<file path="config.mk">
export PLATFORM = sky130hd
export DESIGN_NAME = rgb_subpixel_triplet_spill
export DESIGN_NICKNAME = d
export VERILOG_FILES = /design/src/rtl/core/rgbst_pkg.sv /design/src/rtl/core/rgbst_split.sv /design/src/rtl/core/rgbst_oq.sv /design/src/rtl/core/rgb_subpixel_triplet_spill.sv
export VERILOG_INCLUDE_DIRS = /design/src /design/src/rtl/core
export SDC_FILE = /design/constraint.sdc
export NUM_CORES = 1
export LEC_CHECK = 0
export BUFFER_PORTS_ARGS = -buffer_cell sky130_fd_sc_hd__buf_2
export CAP_MARGIN = 20
export CELL_PAD_IN_SITES_DETAIL_PLACEMENT = 1
export CELL_PAD_IN_SITES_GLOBAL_PLACEMENT = 1
export CORE_MARGIN = 1
export CORE_UTILIZATION = 46
export CTS_BUF_LIST = sky130_fd_sc_hd__clkbuf_8
export DETAILED_ROUTE_END_ITERATION = 8
export PLACE_DENSITY = 0.81
export SETUP_SLACK_MARGIN = 0.5
export SKIP_LAST_GASP = 1
export SYNTH_ARGS = -nofsm -noshare
export SYNTH_HDL_FRONTEND = slang
export SYNTH_SLANG_ARGS = --single-unit
</file>
<file path="constraint.sdc">
create_clock -name i_clk -period 8.9 [get_ports i_clk]
set_clock_uncertainty 0.15 [all_clocks]
set_input_delay 0.445 -clock i_clk [delete_from_list [all_inputs] [get_ports i_clk]]
set_output_delay 0.445 -clock i_clk [all_outputs]
set_load 0.02 [all_outputs]
</file>
<file path="src/rtl/core/rgb_subpixel_triplet_spill_defines.svh">
// assertion macros for the rgb subpixel triplet spill block
// no dependencies; compiled out when SYNTH is defined
`ifndef RGB_SUBPIXEL_TRIPLET_SPILL_DEFINES_SVH
`define RGB_SUBPIXEL_TRIPLET_SPILL_DEFINES_SVH
`ifndef SYNTH
`define RGBST_ASSERT(lbl, clk, rst_n, prop) \
    lbl: assert property (@(posedge clk) disable iff (!rst_n) prop) \
        else $error("rgbst assertion failed");
`define RGBST_ASSERT_NEXT(lbl, clk, rst_n, ante, cons) \
    lbl: assert property (@(posedge clk) disable iff (!rst_n) (ante) |=> (cons)) \
        else $error("rgbst assertion failed");
`else
`define RGBST_ASSERT(lbl, clk, rst_n, prop)
`define RGBST_ASSERT_NEXT(lbl, clk, rst_n, ante, cons)
`endif
`endif

</file>
<file path="src/rtl/core/rgbst_pkg.sv">
// shared types and constants for the rgb subpixel triplet spill block
// no dependencies
package rgbst_pkg;

    localparam int CHAN_W = 8;
    localparam int BLUR_W = 9;
    localparam int WEIGHT_W = 10;
    localparam int FRAC_SHIFT = 8;

    localparam logic [WEIGHT_W-1:0] MAIN_WEIGHT_FULL = 10'd768;
    localparam logic [BLUR_W-1:0] BLUR_MAIN_LIMIT = 9'd384;
    localparam logic [WEIGHT_W-1:0] CHAN_MAX = 10'd255;

    localparam logic [1:0] Q_DEPTH = 2'd2;

    typedef logic [1:0] t_cnt;

    typedef struct packed {
        logic [CHAN_W-1:0] left_red;
        logic [CHAN_W-1:0] left_green;
        logic [CHAN_W-1:0] left_blue;
        logic [CHAN_W-1:0] mid_red;
        logic [CHAN_W-1:0] mid_green;
        logic [CHAN_W-1:0] mid_blue;
        logic [CHAN_W-1:0] right_red;
        logic [CHAN_W-1:0] right_green;
        logic [CHAN_W-1:0] right_blue;
        logic              line_done;
        logic              run_end;
    } t_triplet;

    // up to two triplets written into the output queue in one cycle
    typedef struct packed {
        t_cnt     cnt;
        t_triplet first;
        t_triplet second;
    } t_push;

endpackage

</file>
<file path="src/rtl/core/rgbst_split.sv">
// splits one channel value into its main and spill parts
// depends on rgbst_pkg
module rgbst_split (
    input  logic [rgbst_pkg::BLUR_W-1:0] i_blur,
    input  logic [rgbst_pkg::CHAN_W-1:0] i_x,
    output logic [rgbst_pkg::CHAN_W-1:0] o_main,
    output logic [rgbst_pkg::CHAN_W-1:0] o_spill
);

    logic [rgbst_pkg::WEIGHT_W-1:0] w_main_weight;
    logic [17:0] w_main_prod;
    logic [16:0] w_spill_prod;
    logic [rgbst_pkg::WEIGHT_W-1:0] w_main_raw;
    logic [8:0] w_spill_raw;
    logic [rgbst_pkg::WEIGHT_W-1:0] w_excess;
    logic [rgbst_pkg::WEIGHT_W-1:0] w_spill_sum;

    always_comb begin
        // main weight goes to zero once twice the blur passes 768
        if (i_blur <= rgbst_pkg::BLUR_MAIN_LIMIT) begin
            w_main_weight = rgbst_pkg::MAIN_WEIGHT_FULL - {i_blur, 1'b0};
        end else begin
            w_main_weight = '0;
        end
        w_main_prod  = 18'(w_main_weight) * 18'(i_x);
        w_spill_prod = 17'(i_blur) * 17'(i_x);
        w_main_raw   = w_main_prod[17:rgbst_pkg::FRAC_SHIFT];
        w_spill_raw  = w_spill_prod[16:rgbst_pkg::FRAC_SHIFT];
        w_excess     = '0;
        if (w_main_raw > rgbst_pkg::CHAN_MAX) begin
            w_excess = (w_main_raw - rgbst_pkg::CHAN_MAX) >> 1;
            o_main   = rgbst_pkg::CHAN_MAX[rgbst_pkg::CHAN_W-1:0];
        end else begin
            o_main   = w_main_raw[rgbst_pkg::CHAN_W-1:0];
        end
        // half the clipped excess spills over, then saturate
        w_spill_sum = {1'b0, w_spill_raw} + w_excess;
        if (w_spill_sum > rgbst_pkg::CHAN_MAX) begin
            o_spill = rgbst_pkg::CHAN_MAX[rgbst_pkg::CHAN_W-1:0];
        end else begin
            o_spill = w_spill_sum[rgbst_pkg::CHAN_W-1:0];
        end
    end

endmodule

</file>
<file path="src/rtl/core/rgbst_oq.sv">
// two-entry result queue; head entry drives the output channel
// depends on rgbst_pkg and the assertion macro header
`include "rgb_subpixel_triplet_spill_defines.svh"
module rgbst_oq (
    input  logic                i_clk,
    input  logic                i_rst_n,
    input  rgbst_pkg::t_push    i_push,
    output rgbst_pkg::t_cnt     o_count,
    output logic                o_valid,
    input  logic                i_ready,
    output rgbst_pkg::t_triplet o_head
);

    rgbst_pkg::t_triplet r_head, n_head;
    rgbst_pkg::t_triplet r_tail, n_tail;
    rgbst_pkg::t_cnt     r_count, n_count;
    logic                w_pop;
    rgbst_pkg::t_cnt     w_left;

    always_comb begin
        w_pop   = (r_count != '0) & i_ready;
        w_left  = 2'(r_count - {1'b0, w_pop});
        n_head  = r_head;
        n_tail  = r_tail;
        if (w_pop) begin
            n_head = r_tail;
        end
        case (w_left)
            2'd0: begin
                if (i_push.cnt != '0) begin
                    n_head = i_push.first;
                end
                if (i_push.cnt == 2'd2) begin
                    n_tail = i_push.second;
                end
            end
            2'd1: begin
                if (i_push.cnt != '0) begin
                    n_tail = i_push.first;
                end
            end
            default: begin
            end
        endcase
        n_count = 2'(w_left + i_push.cnt);
    end

    always_ff @(posedge i_clk) begin
        if (!i_rst_n) begin
            r_count <= '0;
        end else begin
            r_count <= n_count;
        end
        r_head <= n_head;
        r_tail <= n_tail;
    end

    assign o_count = r_count;
    assign o_valid = (r_count != '0);
    assign o_head  = r_head;

    `RGBST_ASSERT(a_count_range, i_clk, i_rst_n, r_count <= rgbst_pkg::Q_DEPTH)
    `RGBST_ASSERT(a_push_fits, i_clk, i_rst_n, 3'(w_left) + 3'(i_push.cnt) <= 3'(rgbst_pkg::Q_DEPTH))
    `RGBST_ASSERT_NEXT(a_two_push_seen, i_clk, i_rst_n, i_push.cnt == 2'd2, r_count == 2'd2)

endmodule

</file>
<file path="src/rtl/core/rgb_subpixel_triplet_spill.sv">
// top level: input register, channel split, triplet assembly and line state
// depends on rgbst_pkg, rgbst_split, rgbst_oq and the assertion macro header
`include "rgb_subpixel_triplet_spill_defines.svh"
// a pixel's triplet is built when its completing beat leaves the input register
//   (next pixel's beat, or own beat at line end) and is registered in the queue
// throughput: one pixel per cycle; a line's first pixel makes no triplet and its
//   last makes two, so the two-entry result queue keeps pace
// the input stalls only while results back up behind a stalled output
// reset: blur factor 0, no pixel held, input register and result queue empty
module rgb_subpixel_triplet_spill (
    input  logic                         i_clk,
    input  logic                         i_rst_n,
    input  logic                         i_cfg_valid,
    output logic                         o_cfg_ready,
    input  logic [rgbst_pkg::BLUR_W-1:0] i_cfg_data,
    input  logic                         i_in_valid,
    output logic                         o_in_ready,
    input  logic [rgbst_pkg::CHAN_W-1:0] i_in_red,
    input  logic [rgbst_pkg::CHAN_W-1:0] i_in_green,
    input  logic [rgbst_pkg::CHAN_W-1:0] i_in_blue,
    input  logic                         i_line_end,
    output logic                         o_out_valid,
    input  logic                         i_out_ready,
    output logic [rgbst_pkg::CHAN_W-1:0] o_left_red,
    output logic [rgbst_pkg::CHAN_W-1:0] o_left_green,
    output logic [rgbst_pkg::CHAN_W-1:0] o_left_blue,
    output logic [rgbst_pkg::CHAN_W-1:0] o_mid_red,
    output logic [rgbst_pkg::CHAN_W-1:0] o_mid_green,
    output logic [rgbst_pkg::CHAN_W-1:0] o_mid_blue,
    output logic [rgbst_pkg::CHAN_W-1:0] o_right_red,
    output logic [rgbst_pkg::CHAN_W-1:0] o_right_green,
    output logic [rgbst_pkg::CHAN_W-1:0] o_right_blue,
    output logic                         o_line_done,
    output logic                         o_run_end
);

    logic [rgbst_pkg::BLUR_W-1:0] r_blur;

    logic                         r_in_valid;
    logic [rgbst_pkg::CHAN_W-1:0] r_red, r_green, r_blue;
    logic                         r_line_end;

    // held pixel waiting for its right neighbour
    logic                         r_pending, n_pending;
    logic [rgbst_pkg::CHAN_W-1:0] r_held_rm, n_held_rm, r_held_rs, n_held_rs;
    logic [rgbst_pkg::CHAN_W-1:0] r_held_gm, n_held_gm, r_held_gs, n_held_gs;
    logic [rgbst_pkg::CHAN_W-1:0] r_held_bm, n_held_bm, r_held_bs, n_held_bs;
    logic [rgbst_pkg::CHAN_W-1:0] r_older_bs, n_older_bs;

    logic [rgbst_pkg::CHAN_W-1:0] w_rm, w_rs, w_gm, w_gs, w_bm, w_bs;
    logic [rgbst_pkg::CHAN_W-1:0] w_prev_bs;
    rgbst_pkg::t_cnt              w_nres;
    rgbst_pkg::t_cnt              w_count;
    logic                         w_pop;
    rgbst_pkg::t_cnt              w_free;
    logic                         w_process;
    rgbst_pkg::t_triplet          w_held_trip, w_new_trip, w_head;
    rgbst_pkg::t_push             w_push;

    rgbst_split u_split_red (
        .i_blur  (r_blur),
        .i_x     (r_red),
        .o_main  (w_rm),
        .o_spill (w_rs)
    );

    rgbst_split u_split_green (
        .i_blur  (r_blur),
        .i_x     (r_green),
        .o_main  (w_gm),
        .o_spill (w_gs)
    );

    rgbst_split u_split_blue (
        .i_blur  (r_blur),
        .i_x     (r_blue),
        .o_main  (w_bm),
        .o_spill (w_bs)
    );

    assign o_cfg_ready = 1'b1;

    always_comb begin
        w_nres    = 2'({1'b0, r_pending} + {1'b0, r_line_end});
        // a beat leaving the queue this cycle frees its slot
        w_pop     = o_out_valid && i_out_ready;
        w_free    = 2'(w_count - {1'b0, w_pop});
        w_process = r_in_valid && ((3'(w_free) + 3'(w_nres)) <= 3'(rgbst_pkg::Q_DEPTH));
        w_prev_bs = r_pending ? r_held_bs : '0;

        w_held_trip.left_red    = r_held_rm;
        w_held_trip.left_green  = r_held_gs;
        w_held_trip.left_blue   = r_older_bs;
        w_held_trip.mid_red     = r_held_rs;
        w_held_trip.mid_green   = r_held_gm;
        w_held_trip.mid_blue    = r_held_bs;
        w_held_trip.right_red   = w_rs;
        w_held_trip.right_green = r_held_gs;
        w_held_trip.right_blue  = r_held_bm;
        w_held_trip.line_done   = 1'b0;
        w_held_trip.run_end     = !r_line_end;

        w_new_trip.left_red    = w_rm;
        w_new_trip.left_green  = w_gs;
        w_new_trip.left_blue   = w_prev_bs;
        w_new_trip.mid_red     = w_rs;
        w_new_trip.mid_green   = w_gm;
        w_new_trip.mid_blue    = w_bs;
        w_new_trip.right_red   = '0;
        w_new_trip.right_green = w_gs;
        w_new_trip.right_blue  = w_bm;
        w_new_trip.line_done   = 1'b1;
        w_new_trip.run_end     = 1'b1;

        w_push.cnt    = w_process ? w_nres : '0;
        w_push.first  = r_pending ? w_held_trip : w_new_trip;
        w_push.second = w_new_trip;

        n_pending  = r_pending;
        n_held_rm  = r_held_rm;
        n_held_rs  = r_held_rs;
        n_held_gm  = r_held_gm;
        n_held_gs  = r_held_gs;
        n_held_bm  = r_held_bm;
        n_held_bs  = r_held_bs;
        n_older_bs = r_older_bs;
        if (w_process) begin
            if (r_line_end) begin
                n_pending  = 1'b0;
                n_older_bs = '0;
            end else begin
                n_pending  = 1'b1;
                n_older_bs = w_prev_bs;
                n_held_rm  = w_rm;
                n_held_rs  = w_rs;
                n_held_gm  = w_gm;
                n_held_gs  = w_gs;
                n_held_bm  = w_bm;
                n_held_bs  = w_bs;
            end
        end
    end

    assign o_in_ready = !r_in_valid || w_process;

    always_ff @(posedge i_clk) begin
        if (!i_rst_n) begin
            r_blur     <= '0;
            r_in_valid <= 1'b0;
            r_pending  <= 1'b0;
        end else begin
            if (i_cfg_valid) begin
                r_blur <= i_cfg_data;
            end
            if (o_in_ready) begin
                r_in_valid <= i_in_valid;
            end
            r_pending <= n_pending;
        end
    end

    always_ff @(posedge i_clk) begin
        if (o_in_ready && i_in_valid) begin
            r_red      <= i_in_red;
            r_green    <= i_in_green;
            r_blue     <= i_in_blue;
            r_line_end <= i_line_end;
        end
        r_held_rm  <= n_held_rm;
        r_held_rs  <= n_held_rs;
        r_held_gm  <= n_held_gm;
        r_held_gs  <= n_held_gs;
        r_held_bm  <= n_held_bm;
        r_held_bs  <= n_held_bs;
        r_older_bs <= n_older_bs;
    end

    rgbst_oq u_oq (
        .i_clk   (i_clk),
        .i_rst_n (i_rst_n),
        .i_push  (w_push),
        .o_count (w_count),
        .o_valid (o_out_valid),
        .i_ready (i_out_ready),
        .o_head  (w_head)
    );

    assign o_left_red    = w_head.left_red;
    assign o_left_green  = w_head.left_green;
    assign o_left_blue   = w_head.left_blue;
    assign o_mid_red     = w_head.mid_red;
    assign o_mid_green   = w_head.mid_green;
    assign o_mid_blue    = w_head.mid_blue;
    assign o_right_red   = w_head.right_red;
    assign o_right_green = w_head.right_green;
    assign o_right_blue  = w_head.right_blue;
    assign o_line_done   = w_head.line_done;
    assign o_run_end     = w_head.run_end;

    `RGBST_ASSERT_NEXT(a_line_end_clears, i_clk, i_rst_n, w_process && r_line_end, !r_pending)
    `RGBST_ASSERT_NEXT(a_mid_line_holds, i_clk, i_rst_n, w_process && !r_line_end, r_pending)
    `RGBST_ASSERT(a_held_needs_room, i_clk, i_rst_n, !(w_process && w_nres[1] && w_count[1]))

endmodule
</file>
* Word-level counts from Yosys, hierarchy flattened
Cells that the tools add are included.
** Cells by class
- Add/sub/neg operators :: 12
- $mul :: 6
- Div/mod/pow operators :: 0
- Magnitude comparators :: 8
- Eq/ne operators :: 4
- Shifts and indexed selects :: 0
- Mux-type cells :: 20
- Bitwise gates (word level) :: 2
- Reductions and logical operators :: 12
** Operators with widths (count)
- 2-to-1 mux 74 bit :: 6
- one-hot mux 74 bit (2 select lines) :: 1
- greater-than comparator 10 x 8 -> 1 bit (second input constant) :: 6
- 2-to-1 mux 8 bit :: 7
- multiplier 10 x 8 -> 18 bit :: 3
- multiplier 9 x 8 -> 17 bit :: 3
- adder 9 x 9 -> 10 bit :: 3
- subtractor 10 x 8 -> 10 bit (second input constant) :: 3
- 2-to-1 mux 9 bit :: 3
- 2-to-1 mux 10 bit :: 1
- subtractor 10 bit (first input constant) :: 1
- <= comparator 9 bit (second input constant) :: 1
- nonzero test 2 bit :: 3
- != test 2 x 1 -> 1 bit (second input constant) :: 2
- subtractor 2 x 1 -> 2 bit :: 2
- adder 2 x 2 -> 3 bit :: 1
- <= comparator 3 x 2 -> 1 bit (second input constant) :: 1
- logical AND 1 bit :: 3
- AND reduction 3 bit :: 1
- adder 1 x 1 -> 2 bit :: 1
- adder 2 bit :: 1
- equality test 2 x 1 -> 1 bit (second input constant) :: 1
- equality test 2 bit (second input constant) :: 1
- zero test 1 bit :: 2
- other kinds (7) :: 7
** Storage, ports and cells
- Flip-flop bits (word level) :: 242
- Latch bits :: 0
- Memory bits (writable) :: 0
- Memory bits (read-only) :: 0
- Bits of input ports :: 39
- Output and inout port bits :: 77
- Logic and storage cells :: 101
- Memories kept :: 0

* Logic depth before layout (Yosys ltp)
Gate-level depths: netlist of the first run.
- Depth in word-level cells :: 11
- Gate-level depth with buffers :: 40
- Gate-level depth less buffers :: 38

* Cells and area by module
From an unflattened synthesis of the first run, not the netlist that was laid out.
** Second synthesis, totals
- Cell total of the unflattened synthesis :: 2554
- Area total of the unflattened synthesis :: 26614.3 µm²
** By module, submodules not included
- rgbst_oq :: times used 1, cells each 412, area each 6980.4 µm²
- rgbst_split (u_split_green) :: times used 1, cells each 645, area each 5335.1 µm²
- rgbst_split (u_split_blue) :: times used 1, cells each 641, area each 5248.8 µm²
- rgbst_split (u_split_red) :: times used 1, cells each 619, area each 5170.0 µm²
- rgb_subpixel_triplet_spill :: times used 1, cells each 237, area each 3880.0 µm²

* Worst setup path after synthesis of the first run
No wires, ideal clock.
- Kind :: register to register
- Start :: register r_blur[1] (netlist name)
- End :: register u_oq.r_head (netlist bit u_oq.o_head[28])
- Setup time :: 0.095 ns
- Arrival :: 8.351 ns
- Required time :: 8.655 ns
- Setup slack :: 0.304 ns
- Stages on the path, launching flop included :: 35
- Buffers on the path :: 3
- Period minus slack after synthesis :: 8.596 ns
- Path through :: dfxtp_1 clkbuf_1 inv_1 ha_1 nor3b_4 a21oi_4 nor3_1 clkbuf_1 and2_1 fa_1 fa_1 fa_1 inv_1 fa_1 inv_1 ha_1 and2_1 or4_1 a31o_2 a41oi_2 a21oi_4 o31ai_2 clkbuf_1 nor2_1 ha_1 nor2b_1 o21ai_0 a21boi_0 o21a_1 o21ai_0 nand2b_1 and4_1 o21ai_1 nor2_1 a221oi_1
** RTL lines
- from (decl) :: RTL line rgb_subpixel_triplet_spill.sv:37 : logic [rgbst_pkg::BLUR_W-1:0] r_blur;
- from (signal assigned) :: RTL line rgb_subpixel_triplet_spill.sv:153 : r_blur <= i_cfg_data;
- to (signal assigned) :: RTL line rgbst_oq.sv:54 : r_head <= n_head;
- to (decl) :: RTL line rgbst_oq.sv:14 : rgbst_pkg::t_triplet r_head, n_head;

==> run summary, run 1 <==
Die area = 53,000 sq um
CP dominant cell by count = fa_1
Delay of the slowest critical-path stage = 520 ps
Top_reg_cell synth = edfxtp_1
Clock root buffer = clkbuf_8
Syn Inst Count = 2,525
I/O pins = 116
Fin. Hold Viols = 0
Finished Cell Area = 27,600 sq um
Via density = 5.58
Pin count of the biggest net entering global routing = 93
Fmax = 120 MHz
Grt total ovfl = 0
Wirelength per Cell = 20.8 microns
Minimum clock period = 8310 ps
Initial Utilization = 46.6%
WL final = 71.0 mm
Inserted Clock Buffers = 44
Layout cells sized above 1 = 16.2%
Status = completed
Fin crit share = 93.4%
FILL cells = 5,786
Number of nets with antenna violations after routing = 0
Clk Latency, worst-skew pair = 630 ps
Htree depth = 2
Area added between synthesis and finish = 15.3%
Die X = 230 microns
Data arrival, critical path = 8520 ps
Post-synth EDFFs = 147
Hold_sp = i_rst_n
Clock Pin Slew Worst Setup and Hold Paths = 60 ps
RSZ-0062 raised after global routing = yes
Synth unique cells = 82
Cell Area, Synth = 24,000 sq um
DR vias = 19,100
Vias in the first global route = 20,500
Avg Cell Area, Syn = 9.50 sq um
Fin nets = 3,232
Clock Path Buffers = 3
Max-cap violations = 0
FF+latch count, synth = 234
CTS tree = built
Critical path peak fanout = 7
Commonest non-fill, non-tap cell in the layout = inv_1
PortBufs = 114
Drt pass-1 iters = 5
Post-synth ARST share = 0%
Core ar. = 51,400 sq um
Placement Cell Area = 25,400 sq um
CP Class = flip-flop to flip-flop
Die extent in y = 230 microns
Drt first-iter violations = 976
YS warnings = 0
Slowest-stage cell, CP = fa_1
Critical path origin = r_blur[0]
CTS sink count = 234
Synth Net Count = 3,054
Worst setup EP type = flip-flop
Setup Viol. Count Final = 0
Max_slew headroom = 27.5%
Antenna violations before repair = 2
First-pass GRT wire length = 108 mm
Worst-Margin Slew = 1090 ps
Hold Crit Depth = 2
Num rows = 83
Commonest cells after routing, fill and taps aside = inv_1 (335), and2_1 (285), nand2_1 (254), fa_1 (245), ha_1 (228)
Hold Path Class = primary input to flip-flop
Hpwl dp = 49.5 mm
DRC violations left = 0
Startpoint Class = flip-flop
Sequential element share of the synthesized area = 25.7%
Multi-input logic area = 16,800 sq um
Placer Congestion = 0.862
WP data required = 9110 ps
Worst r2r path cells = 35
Max Slew Vio Count = 0
Register area = 6170 sq um
Tot GR Track Use = 25.7%
R2r startpoint = r_blur[0]
[Yosys cell counts, drive strengths merged (23+ instances only)]
library cell  number  share of area [%]
a31oi             36               0.94
edfxtp           147                 18
xnor2             47                1.7
nor2b             23               0.60
fa               250                 21
o21ai             55                1.2
clkbuf           111                1.7
ha               240                 13
and2             289                7.5
a21oi             98                2.2
nor2             149                2.4
xor2              36                1.4
inv              322                5.0
dfxtp             87                7.3
nor3              60                1.4
nand2            256                4.0
mux2i             65                2.8
[per-stage QoR]
stage,setup slack [ps],cells,TNS (ps),hold WS [ps],utilization (%)
CTS,507,3383,0,80.5,52.4
global route,298,3418,0,102,53.8
finish,587,3419,0,125,53.8
detailed placement,-59.7,3251,-95.7,313,49.4
floorplan,515,2525,0,336,-
global placement,349,3251,0,312,49.4
[timing repair]
| action | 4_1_cts | 5_1_grt |
|---|---|---|
| setup buffers | 14 | 32 |
| hold endpoints to repair | 35 | 0 |
| cloned | 2 | 2 |
| pin swaps | 14 | 55 |
| resized for setup | 52 | 103 |
| setup endpoints to repair | 91 | 94 |
| hold buffers | 35 | 0 |
[worst paths after layout]
| kind | to | slack (ps) |
|---|---|---|
| worst max-delay path | u_oq.r_tail[60] | 590 |
| worst min-delay path | r_blur[3] | 130 |
| worst max register to register | u_oq.r_tail[60] | 590 |
| worst min register to register | u_oq.o_head[51] | 320 |
[registers in the layout, indices dropped and copies added (netlist names)]
| register | cells |
|---|---|
| r_line_end | 1 |
| r_held_rm | 8 |
| r_red | 8 |
| r_in_valid | 1 |
| u_oq.o_head | 74 |
| r_blue | 8 |
| u_oq.r_tail | 66 |
| u_oq.o_count | 2 |
| r_green | 8 |
| r_older_bs | 8 |
| r_held_bm | 8 |
| r_held_gs | 8 |
| r_blur | 9 |
| r_held_gm | 8 |
| r_pending | 1 |
| r_held_rs | 8 |
| r_held_bs | 8 |
[worst max-delay path, delay by kind of cell, from the launching register on]
family                   cells  cell delay, ps
AND/OR/NAND/NOR              7            1510
adder cells (fa/ha/maj)      7            2560
flip-flops                   1             360
buffers and inverters        5             380
AO/OA/AOI/OAI               14            2410
multiplexers                 2             640
[routing by layer]
metal,part of all wire [%],global-route usage [%],wire length (microns),vias to the layer above
li1,-,-,-,8647
met1,43,33.2,30300,9735
met2,50,44.4,35300,556
met3,5.0,4.07,3540,126
met4,2.5,7.10,1770,0
met5,0,0,0,-
[final cells by class]
class	count	share of cell area, %
Sequential cell	234	22.3
Tap cell	680	3.08
Antenna cell	1	0.00905
Multi-Input combinational cell	1847	60.6
Clock inverter	30	0.616
Clock buffer	51	2.54
Timing Repair Buffer	252	6.40
Inverter	324	4.41
[cells by family (layout without fill, tap and decap cells)]
logic type	count (synthesis)	after routing	synth area share (%)
AND/OR/NAND/NOR	877	878	18.6
multiplexers	80	80	3.50
AO/OA/AOI/OAI	315	315	8.56
flip-flops	234	234	25.7
XOR/XNOR	83	83	3.16
adder cells (fa/ha/maj)	490	490	33.4
other	1	2	0.0156
buffers and inverters	445	657	7.06
Power of run 1 is left out: the tool's default activity adds up to more than one toggle a clock period on the data nets, which glitch-free logic cannot reach.
==> run 2, diff against run 1 <==
--- a/config.mk
+++ b/config.mk
@@ -14,7 +14,8 @@
 export CORE_UTILIZATION = 46
 export CTS_BUF_LIST = sky130_fd_sc_hd__clkbuf_8
 export DETAILED_ROUTE_END_ITERATION = 8
-export PLACE_DENSITY = 0.81
+export GPL_TIMING_DRIVEN = 0
+export PLACE_DENSITY = 0.8
 export SETUP_SLACK_MARGIN = 0.5
 export SKIP_LAST_GASP = 1
 export SYNTH_ARGS = -nofsm -noshare
==> run 2 against run 1 <==
Worst hold slack got worse by 54 ps. Flip-flop and latch count unchanged. Critical path depth increased by 5. Highest routed layer is now met5. Non-clock buffer count increased by 161. Register-to-register slack got worse by 450 ps.
==> run summary, run 2 (synthesis results as in run 1) <==
Status = completed
R2R Path End = u_oq.r_tail[24]
Fmax = 114 MHz (-5.2%)
Worst setup EP type = flip-flop
Max Slew Vio Count = 0 (unchanged)
Setup slack, reg-to-reg = 130 ps (-450 ps)
Clock Pin Slew Worst Setup and Hold Paths = 60 ps (about the same)
Fin. Hold Viols = 0 (unchanged)
Die X = 230 microns (unchanged)
Slowest-stage cell, CP = fa_1
Num rows = 83 (unchanged)
Clk Latency, worst-skew pair = 650 ps (+20 ps)
Finished Cell Area = 29,300 sq um (+6.1%)
Worst setup endpoint = u_oq.r_tail[24]
Vias in the first global route = 22,200 (+8.7%)
Max-cap violations = 0 (unchanged)
Fin crit share = 98.5% (+5.1 points)
Clock Path Buffers = 3 (unchanged)
Area added between synthesis and finish = 22.2%
Antenna violations before repair = 2 (unchanged)
Crit path max-delay family = adder cells
Die extent in y = 230 microns (unchanged)
RSZ-0062 raised after global routing = yes
Layout cells sized above 1 = 20.5% (+4.3 points)
Die area = 53,000 sq um (unchanged)
Max FFs per register = 74 (unchanged)
WP buf/inv = 11 (+6)
I/O pins = 116 (unchanged)
Pin count of the biggest net entering global routing = 33 (-65%)
FILL cells = 5,775 (-0.19%)
Drt pass-1 iters = 5 (unchanged)
Drt first-iter violations = 1,323 (+36%)
Initial Utilization = 46.6% (unchanged)
Minimum clock period = 8770 ps (+455 ps)
WL final = 84.6 mm (+19%)
PortBufs = 113 (-0.88%)
Placement Cell Area = 25,500 sq um (+0.47%)
Core ar. = 51,400 sq um (unchanged)
Placed Cells = 3,321 (+2.2%)
Inserted Clock Buffers = 43 (-2.3%)
Delay of the slowest critical-path stage = 560 ps (+40 ps)
Clock root buffer = clkbuf_8
Worst r2r path cells = 40 (+14%)
Commonest cells after routing, fill and taps aside = inv_1 (327), and2_1 (277), nand2_1 (254), fa_1 (240), ha_1 (224)
Via density = 5.72 (+2.6%)
Grt total ovfl = 0 (unchanged)
DR vias = 20,500 (+7.4%)
Number of nets with antenna violations after routing = 0 (unchanged)
Hpwl dp = 57.1 mm (+15%)
Htree depth = 2 (unchanged)
Max_slew headroom = 25.5% (-2.0 points)
CP dominant cell by count = buf_6
Critical path peak fanout = 10 (+3)
Setup Viol. Count Final = 0 (unchanged)
Levels on crit path = 40 (+14%)
Placer Congestion = 0.878 (+1.9%)
WP data required = 9080 ps (-30 ps)
DRC violations left = 0 (unchanged)
First-pass GRT wire length = 124 mm (+14%)
Final std cells w/o fill = 3,578 (+4.7%)
Worst-Margin Slew = 1110 ps (+26.6 ps)
Tot GR Track Use = 30.2% (+4.5 points)
Critical path origin = r_blur[1]
R2r startpoint = r_blur[1]
Wirelength per Cell = 23.7 microns (+14%)
CTS tree = built
Data arrival, critical path = 8950 ps (+430 ps)
Fin nets = 3,391 (+4.9%)
CP Class = flip-flop to flip-flop
Hold Path Class = primary input to flip-flop
Final TNS setup = 0 ps (unchanged)
Commonest non-fill, non-tap cell in the layout = inv_1
CTS sink count = 234 (unchanged)
Startpoint Class = flip-flop
==> run 2: metrics by stage <==
stage / worst slack, ps / hold slack (ps) / utilization, %
final: 132 / 71.1 / 57.0
after global routing: -35.9 / 75.8 / 57.0
after CTS: 505 / 41.0 / 55.0
after detailed placement: -1600 / 323 / 49.6
after global placement: -1260 / 314 / 49.5
after floorplan: 515 / 336 / -
==> run 2: how the worst min path moves through the flow <==
stage | from | end | slack, ps | depth (start not counted)
5_1_grt | i_cfg_data[8] | r_blur[8] | 80 | 3
3_5_place_dp | u_oq.o_head[57] | u_oq.o_head[57] | 320 | 2
3_3_place_gp | u_oq.o_head[57] | u_oq.o_head[57] | 310 | 2
6_report | i_cfg_data[8] | r_blur[8] | 70 | 3
4_1_cts | i_cfg_data[8] | r_blur[8] | 40 | 3
2_1_floorplan | u_oq.r_tail[4] | u_oq.o_head[4] | 340 | 2
==> run 2: final cells by class <==
class / count / area [sq um] / share of cell area [%]
multi-input combinational: 1846 / 17300 / 59.0
sequential: 234 / 6160 / 21.0
timing repair buffer: 292 / 2250 / 7.68
inverter: 324 / 1220 / 4.17
tap: 680 / 851 / 2.90
clock buffer: 48 / 661 / 2.25
buffer: 121 / 657 / 2.24
clock inverter: 32 / 200 / 0.683
antenna: 1 / 2.50 / 0.00854
==> run 2: routing by layer <==
layer,track usage (%),up-vias,wire [microns]
li1,-,8960,-
met5,0,-,16
met4,16.2,2,5340
met2,52.8,793,42000
met3,4.99,271,4810
met1,35.4,10400,32500
==> run 2: tightest hold or removal path: stages <==
cell,delay [ps]
buf_2,120
mux2i_1,130
nor2b_1,90
==> run 2: what timing repair did <==
action,CTS,global route
pin swaps,68,111
hold buffers,36,0
resized for setup,193,176
setup buffers,90,49
setup endpoints to repair,96,96
endpoints found under the hold margin,35,0
gates cloned,1,0
Power of run 2 is left out for the same reason.
